`config.mk`:
```
export PLATFORM = sky130hd
export DESIGN_NAME = base64_codec_top
export DESIGN_NICKNAME = d
export VERILOG_FILES = /design/src/hw/rtl/b64c_pkg.sv /design/src/hw/rtl/b64c_front.sv /design/src/hw/rtl/b64c_queue.sv /design/src/hw/rtl/b64c_back.sv /design/src/hw/rtl/base64_codec_top.sv
export SDC_FILE = /design/constraint.sdc
export NUM_CORES = 1
export LEC_CHECK = 0
export BUFFER_PORTS_ARGS = -buffer_cell sky130_fd_sc_hd__buf_4
export CAP_MARGIN = 20
export CELL_PAD_IN_SITES_DETAIL_PLACEMENT = 1
export CELL_PAD_IN_SITES_GLOBAL_PLACEMENT = 2
export CORE_AREA = 2 2 170 172
export DETAILED_ROUTE_END_ITERATION = 16
export DIE_AREA = 0 0 172 174
export GPL_TIMING_DRIVEN = 1
export PLACE_DENSITY = 0.67
export REMOVE_ABC_BUFFERS = 1
export SYNTH_ARGS = -nofsm -noshare
export SYNTH_HDL_FRONTEND = slang
export SYNTH_HIERARCHICAL = 1
export SYNTH_SLANG_ARGS = --single-unit
```
`constraint.sdc`:
```
create_clock -name i_clk -period 6.25 [get_ports i_clk]
set_input_delay 0.3125 -clock i_clk [delete_from_list [all_inputs] [get_ports i_clk]]
set_output_delay 0.3125 -clock i_clk [all_outputs]
set_load 0.005 [all_outputs]
```
`src/hw/rtl/b64c_pkg.sv`:
```
// ----------------------------------------------------------------------------
// b64c_pkg
// shared types, codes and lookup functions for the base64 codec
// ----------------------------------------------------------------------------
package b64c_pkg;

    localparam logic [7:0] PAD_CHAR  = 8'h3D;

    localparam logic [1:0] KIND_DATA = 2'd0;
    localparam logic [1:0] KIND_END  = 2'd1;
    localparam logic [1:0] KIND_ERR  = 2'd2;

    localparam logic       MODE_ENC  = 1'b0;

    typedef struct packed {
        logic       last;
        logic [1:0] kind;
        logic [7:0] data;
    } t_res;

    typedef struct packed {
        logic [2:0]     cnt;
        t_res [3:0]     res;
    } t_pkt;

    function automatic logic [7:0] char_of(input logic [5:0] sx);
        logic [7:0] c;
        c = {2'b00, sx};
        if (sx < 6'd26) begin
            c = 8'h41 + c;
        end else if (sx < 6'd52) begin
            c = 8'h61 + c - 8'd26;
        end else if (sx < 6'd62) begin
            c = 8'h30 + c - 8'd52;
        end else if (sx == 6'd62) begin
            c = 8'h2B;
        end else begin
            c = 8'h2F;
        end
        return c;
    endfunction

    // bit 6 set when the character is not in the alphabet
    function automatic logic [6:0] sextet_of(input logic [7:0] c);
        logic [6:0] s;
        s = 7'h40;
        if (c >= 8'h41 && c <= 8'h5A) begin
            s = 7'(c - 8'h41);
        end else if (c >= 8'h61 && c <= 8'h7A) begin
            s = 7'(c - 8'h61 + 8'd26);
        end else if (c >= 8'h30 && c <= 8'h39) begin
            s = 7'(c - 8'h30 + 8'd52);
        end else if (c == 8'h2B) begin
            s = 7'd62;
        end else if (c == 8'h2F) begin
            s = 7'd63;
        end
        return s;
    endfunction

    function automatic t_res mk_res(input logic [7:0] d, input logic [1:0] k,
                                    input logic l);
        t_res r;
        r.data = d;
        r.kind = k;
        r.last = l;
        return r;
    endfunction

    function automatic t_pkt decode_tail(input logic [1:0] i, input logic [5:0] s0,
                                         input logic [5:0] s1, input logic [5:0] s2);
        t_pkt p;
        p = '0;
        if (i <= 2'd1) begin
            p.cnt    = 3'd1;
            p.res[0] = mk_res(8'h00, KIND_END, 1'b1);
        end else if (i == 2'd2) begin
            p.cnt    = 3'd1;
            p.res[0] = mk_res({s0, s1[5:4]}, KIND_DATA, 1'b1);
        end else begin
            p.cnt    = 3'd2;
            p.res[0] = mk_res({s0, s1[5:4]}, KIND_DATA, 1'b0);
            p.res[1] = mk_res({s1[3:0], s2[5:2]}, KIND_DATA, 1'b1);
        end
        return p;
    endfunction

endpackage

```
`src/hw/rtl/b64c_front.sv`:
```
// ----------------------------------------------------------------------------
// b64c_front
// accepts input beats, gathers groups and builds result packets
// ----------------------------------------------------------------------------
module b64c_front
    import b64c_pkg::*;
(
    input  logic       i_clk,
    input  logic       i_rst_n,
    input  logic       i_cfg_wr_en,
    input  logic       i_cfg_wr_data,
    input  logic       i_acc,
    input  logic [7:0] i_data,
    input  logic       i_last,
    output logic       o_push,
    output t_pkt       o_pkt
);

    logic       r_mode, n_mode;
    logic [1:0] r_cnt, n_cnt;
    logic       r_halted, n_halted;
    logic       r_errored, n_errored;
    logic [7:0] r_store [3];
    logic [7:0] n_store [3];

    logic [1:0] cnt_e;
    logic [7:0] b0, b1, b2;
    logic [5:0] ex [4];
    logic [2:0] nchar;
    logic [6:0] sxv;
    logic [5:0] sx;
    t_pkt       pkt;

    always_comb begin
        n_mode    = r_mode;
        n_cnt     = r_cnt;
        n_halted  = r_halted;
        n_errored = r_errored;
        n_store   = r_store;
        pkt       = '0;
        cnt_e     = (r_cnt == 2'd3) ? 2'd0 : r_cnt;
        b0        = 8'h00;
        b1        = 8'h00;
        b2        = 8'h00;
        ex[0]     = '0;
        ex[1]     = '0;
        ex[2]     = '0;
        ex[3]     = '0;
        nchar     = 3'd4;
        sxv       = sextet_of(i_data);
        sx        = sxv[5:0];
        if (i_cfg_wr_en) begin
            n_mode    = i_cfg_wr_data;
            n_cnt     = 2'd0;
            n_halted  = 1'b0;
            n_errored = 1'b0;
        end else if (i_acc) begin
            if (r_mode == MODE_ENC) begin
                n_store[cnt_e] = i_data;
                if (cnt_e == 2'd2 || i_last) begin
                    b0    = n_store[0];
                    b1    = (cnt_e >= 2'd1) ? n_store[1] : 8'h00;
                    b2    = (cnt_e == 2'd2) ? n_store[2] : 8'h00;
                    ex[0] = b0[7:2];
                    ex[1] = {b0[1:0], b1[7:4]};
                    ex[2] = {b1[3:0], b2[7:6]};
                    ex[3] = b2[5:0];
                    nchar = (cnt_e == 2'd2) ? 3'd4 : 3'({1'b0, cnt_e} + 3'd2);
                    pkt.cnt = 3'd4;
                    for (int k = 0; k < 4; k++) begin
                        pkt.res[k] = mk_res((3'(k) < nchar) ? char_of(ex[k]) : PAD_CHAR,
                                            KIND_DATA, (k == 3) ? i_last : 1'b0);
                    end
                    n_cnt = 2'd0;
                end else begin
                    n_cnt = cnt_e + 2'd1;
                end
            end else if (r_errored) begin
                if (i_last) begin
                    n_cnt     = 2'd0;
                    n_halted  = 1'b0;
                    n_errored = 1'b0;
                end
            end else if (r_halted || i_data == PAD_CHAR) begin
                n_halted = 1'b1;
                if (i_last) begin
                    pkt      = decode_tail(r_cnt, r_store[0][5:0], r_store[1][5:0],
                                           r_store[2][5:0]);
                    n_cnt    = 2'd0;
                    n_halted = 1'b0;
                end
            end else if (sxv[6]) begin
                pkt.cnt    = 3'd1;
                pkt.res[0] = mk_res(8'h00, KIND_ERR, 1'b1);
                n_cnt      = 2'd0;
                n_halted   = 1'b0;
                n_errored  = !i_last;
            end else if (r_cnt == 2'd3) begin
                pkt.cnt    = 3'd3;
                pkt.res[0] = mk_res({r_store[0][5:0], r_store[1][5:4]}, KIND_DATA, 1'b0);
                pkt.res[1] = mk_res({r_store[1][3:0], r_store[2][5:2]}, KIND_DATA, 1'b0);
                pkt.res[2] = mk_res({r_store[2][1:0], sx}, KIND_DATA, i_last);
                n_cnt      = 2'd0;
            end else begin
                n_store[r_cnt] = {2'b00, sx};
                n_cnt          = r_cnt + 2'd1;
                if (i_last) begin
                    pkt   = decode_tail(n_cnt, n_store[0][5:0], n_store[1][5:0],
                                        n_store[2][5:0]);
                    n_cnt = 2'd0;
                end
            end
        end
    end

    assign o_push = i_acc && (pkt.cnt != 3'd0);
    assign o_pkt  = pkt;

    always_ff @(posedge i_clk) begin
        if (!i_rst_n) begin
            r_mode    <= MODE_ENC;
            r_cnt     <= 2'd0;
            r_halted  <= 1'b0;
            r_errored <= 1'b0;
            r_store   <= '{default: 8'h00};
        end else begin
            r_mode    <= n_mode;
            r_cnt     <= n_cnt;
            r_halted  <= n_halted;
            r_errored <= n_errored;
            r_store   <= n_store;
        end
    end

endmodule

```
`src/hw/rtl/b64c_queue.sv`:
```
// ----------------------------------------------------------------------------
// b64c_queue
// small register queue of result packets between front and back
// ----------------------------------------------------------------------------
module b64c_queue
    import b64c_pkg::*;
#(
    parameter int DEPTH = 2
) (
    input  logic i_clk,
    input  logic i_rst_n,
    input  logic i_push,
    input  t_pkt i_pkt,
    input  logic i_pop,
    output t_pkt o_head,
    output logic o_full,
    output logic o_empty
);

    localparam int PW = (DEPTH > 1) ? $clog2(DEPTH) : 1;
    localparam int CW = $clog2(DEPTH + 1);

    t_pkt          r_mem [DEPTH];
    logic [PW-1:0] r_wr, r_rd;
    logic [CW-1:0] r_fill;

    assign o_full  = (r_fill == CW'(DEPTH));
    assign o_empty = (r_fill == '0);
    assign o_head  = r_mem[r_rd];

    function automatic logic [PW-1:0] bump(input logic [PW-1:0] p);
        return (p == PW'(DEPTH - 1)) ? '0 : p + PW'(1);
    endfunction

    always_ff @(posedge i_clk) begin
        if (i_push) begin
            r_mem[r_wr] <= i_pkt;
        end
    end

    always_ff @(posedge i_clk) begin
        if (!i_rst_n) begin
            r_wr   <= '0;
            r_rd   <= '0;
            r_fill <= '0;
        end else begin
            if (i_push) begin
                r_wr <= bump(r_wr);
            end
            if (i_pop) begin
                r_rd <= bump(r_rd);
            end
            if (i_push && !i_pop) begin
                r_fill <= r_fill + CW'(1);
            end else if (!i_push && i_pop) begin
                r_fill <= r_fill - CW'(1);
            end
        end
    end

endmodule

```
`src/hw/rtl/b64c_back.sv`:
```
// ----------------------------------------------------------------------------
// b64c_back
// walks each queued packet and drives one result beat per cycle while i_ready is high and a packet waits
// ----------------------------------------------------------------------------
module b64c_back
    import b64c_pkg::*;
(
    input  logic i_clk,
    input  logic i_rst_n,
    input  t_pkt i_head,
    input  logic i_empty,
    output logic o_pop,
    output logic o_valid,
    input  logic i_ready,
    output t_res o_res
);

    logic       r_valid, n_valid;
    t_res       r_res, n_res;
    logic [1:0] r_idx, n_idx;
    logic       load;
    logic       take;

    always_comb begin
        load    = !r_valid || i_ready;
        take    = load && !i_empty;
        n_valid = load ? !i_empty : r_valid;
        n_res   = take ? i_head.res[r_idx] : r_res;
        o_pop   = take && (r_idx == 2'(i_head.cnt - 3'd1));
        n_idx   = o_pop ? 2'd0 : (take ? r_idx + 2'd1 : r_idx);
    end

    assign o_valid = r_valid;
    assign o_res   = r_res;

    always_ff @(posedge i_clk) begin
        if (!i_rst_n) begin
            r_valid <= 1'b0;
            r_idx   <= 2'd0;
        end else begin
            r_valid <= n_valid;
            r_idx   <= n_idx;
        end
    end

    always_ff @(posedge i_clk) begin
        r_res <= n_res;
    end

endmodule

```
`src/hw/rtl/base64_codec_top.sv`:
```
// ----------------------------------------------------------------------------
// base64_codec_top
// streaming base64 encoder / decoder, standard alphabet with '=' padding
// ----------------------------------------------------------------------------
// input stream: one byte per beat on s_tdata, s_tlast closes a message
// output stream: one result per beat, m_tdata is the character or byte,
//   m_tuser the kind (data, end marker, invalid character), m_tlast closes
// i_cfg_wr_en / i_cfg_wr_data set the mode (0 encode, 1 decode) and restart
//   the message; write only while the block is idle
// latency: first result of an item shows on m_tvalid one cycle after the
//   accepting edge when the queue is empty (the front writes the queue at
//   that edge, the next edge loads the output register)
// throughput: the output register gives one result per cycle, so encode
//   takes 4 cycles per 3 bytes and decode up to 3 cycles per 4 characters;
//   the input takes one beat per cycle while the packet queue has room
// m_tready low holds the output register; the queue of P_QUEUE_DEPTH
//   packets keeps accepting until full, then s_tready drops
// reset clears mode to encode, the group state, the queue and m_tvalid
// ----------------------------------------------------------------------------
module base64_codec_top
    import b64c_pkg::*;
#(
    parameter int P_QUEUE_DEPTH = 2
) (
    input  logic       i_clk,
    input  logic       i_rst_n,
    input  logic       i_cfg_wr_en,
    input  logic       i_cfg_wr_data,
    input  logic       s_tvalid,
    output logic       s_tready,
    input  logic [7:0] s_tdata,   // [7:0] data_byte
    input  logic       s_tlast,
    output logic       m_tvalid,
    input  logic       m_tready,
    output logic [7:0] m_tdata,   // [7:0] out_byte
    output logic [1:0] m_tuser,   // [1:0] out_kind
    output logic       m_tlast
);

    logic acc;
    logic push;
    logic pop;
    logic full;
    logic empty;
    t_pkt pkt;
    t_pkt head;
    t_res res;

    assign s_tready = !full;
    assign acc      = s_tvalid && !full;

    b64c_front u_front (
        .i_clk         (i_clk),
        .i_rst_n       (i_rst_n),
        .i_cfg_wr_en   (i_cfg_wr_en),
        .i_cfg_wr_data (i_cfg_wr_data),
        .i_acc         (acc),
        .i_data        (s_tdata),
        .i_last        (s_tlast),
        .o_push        (push),
        .o_pkt         (pkt)
    );

    b64c_queue #(
        .DEPTH (P_QUEUE_DEPTH)
    ) u_queue (
        .i_clk   (i_clk),
        .i_rst_n (i_rst_n),
        .i_push  (push),
        .i_pkt   (pkt),
        .i_pop   (pop),
        .o_head  (head),
        .o_full  (full),
        .o_empty (empty)
    );

    b64c_back u_back (
        .i_clk   (i_clk),
        .i_rst_n (i_rst_n),
        .i_head  (head),
        .i_empty (empty),
        .o_pop   (pop),
        .o_valid (m_tvalid),
        .i_ready (m_tready),
        .o_res   (res)
    );

    assign m_tdata = res.data;
    assign m_tuser = res.kind;
    assign m_tlast = res.last;

endmodule

```
==> results.tsv <==
metric	value	unit
H-tree depth	4	
maxcap violations	0	
die area	29900	um^2
Final period util	69.7	%
Seq. cell area	3790	um^2
Initial Util	31.2	%
total grt overflow	0	
Core Box Area	28200	um^2
pin count of the biggest net entering global routing	37	
Routability Congestion	0.862	
leakage power	0.00355	uW
global-route wire length before repair	41700	um
crit-path max FO	26	
worst rel slew slack	34.8	%
postcts setup bufs	0	
number of synthesis warnings	6	
FILL cells	3197	
vias per cell	5.36	
Detailed Place HPWL	20000	um
CTS tree	built	
ant diodes	0	
Setup crit start kind	flip-flop	
Synth Instances	853	
die width	172	um
Clock Sinks	138	
Post-DRT Antenna Nets	0	
Remaining DRCs	0	
Slew @ Worst Pin	0.977	ns
setup violators final	0	
synthesized cell area	8800	um^2
final setup TNS	0	ns
CTS Buf Count	17	
kind of critical path	flip-flop to flip-flop	
Worst IR Drop VDD	0.162	mV
nets	912	
Die Ht	174	um
crit path cell chain	and2b_2 > nor2b_1 > nand2_1 > or3_1 > inv_1 > or4_1 > nor2b_4 > buf_4	
CTS Root Cell	clkbuf_16	
clk_skew	0.0138	ns
initial antenna violation count	0	
CTS Hold Bufs	0	
Rows	62	
CP arrival	4.43	ns
CTS Buffer Depth	2	
critical path's largest stage delay	0.78	ns
IO buf count	27	
IO Count	28	
WL/cell	21.4	um
Fin. Hold Viols	0	
commonest non-fill, non-tap cell in the layout	edfxtp_1	
via count	6752	
layout cells sized above 1	19.8	%
Crit-path slowest cell	or3_1	
Syn Area/Cell	10.3	um^2
Worst-Skew Late Latency	0.42	ns
f_max	0.229	GHz
power density over the cells	262	nW/um^2
Worst setup startpoint	u_queue/r_fill[0]$_SDFFE_PN0P_	
Resized Gates After CTS	0	
number of global-route vias before repair	6748	
fin. max-slew vios	0	
status	finished, final reports clean	
Crit. End Element	flip-flop	
HP Class	input pin to flip-flop	
RSZ-0062 raised after global routing	false	
clock-pin slew on the worst setup and hold paths	0.07	ns
gr usage total	18.5	%
critical register-to-register path startpoint	u_queue/r_fill[0]$_SDFFE_PN0P_	
crit path time final	4.36	ns
initial DRC count	517	
Hold Crit Start	i_cfg_wr_data	
most frequent cells in the layout	103 x edfxtp_1, 87 x nand2_1, 63 x nor2_1, 58 x mux2_2, 49 x o21ai_0	
CP required	6.33	ns
synthesis-to-layout area growth	12.7	%
Multi-input gate area	4620	um^2
utilization after layout	35.1	%
drt pass-1 iters	5	
Detailed Route WL	26900	um
==> power by group <==
group          leakage [uW]  internal, uW  switching [uW]
Combinational       0.00201           215             263
Clock              0.000292           598             418
Sequential          0.00124          1060            50.3
Total               0.00355          1870             731
==> path summary, 6_finish.rpt <==
path	to	slack (ns)	cells after the start
max	u_queue/r_mem[0][10]$_DFFE_PP_	1.89	8
min reg2reg	u_front/r_store[14]$_SDFFE_PN0P_	0.47	2
max reg2reg	u_queue/r_mem[0][10]$_DFFE_PP_	1.89	8
min	u_front/r_mode$_SDFFE_PN0P_	0.14	3
==> registers in the layout, summed over array words and instances (netlist names), named ones only <==
register and flops:
u_back/o_res 11, u_back/o_valid 1, u_back/r_idx 2, u_front/r_cnt 2, u_front/r_errored 1, u_front/r_halted 1, u_front/r_mode 1, u_front/r_store 22
u_queue/r_fill 2, u_queue/r_mem 92, u_queue/r_rd 1, u_queue/r_wr 1
==> area by class of cell <==
type	count	area share, %
clock inverter	14	1.61
tap	384	4.84
sequential	138	38.2
timing repair buffer	36	2.98
inverter	37	1.40
clock buffer	18	4.32
multi-input combinational	632	46.6
==> per-stage QoR <==
step / setup WS [ns] / instances / cell area (um^2) / hold slack, ns / power, uW
floorplan: 1.62 / 807 / 8550 / 0.430 / 1420
global placement: 1.81 / 1224 / 9290 / 0.448 / 1600
detailed placement: 1.84 / 1226 / 9330 / 0.454 / 1610
CTS: 1.81 / 1258 / 9920 / 0.126 / 2630
finish: 1.89 / 1259 / 9920 / 0.141 / 2600
global route: 1.45 / 1259 / 9920 / 0.144 / 2710
==> layer usage <==
metal | up-vias | global-route usage (%) | share of wire [%]
met5 | - | 0 | 0
met4 | 0 | 4.34 | 1.2
met3 | 22 | 2.25 | 2.6
met2 | 115 | 29.9 | 48
met1 | 3390 | 26.3 | 49
li1 | 3225 | - | -
==> critical path, delay by kind of cell (launching register included) <==
kind	cells	cell delay [ns]
flip-flops	1	0.41
AND/OR/NAND/NOR	6	2.58
buffers and inverters	2	1.01
Power figures use the tool's default switching activity.
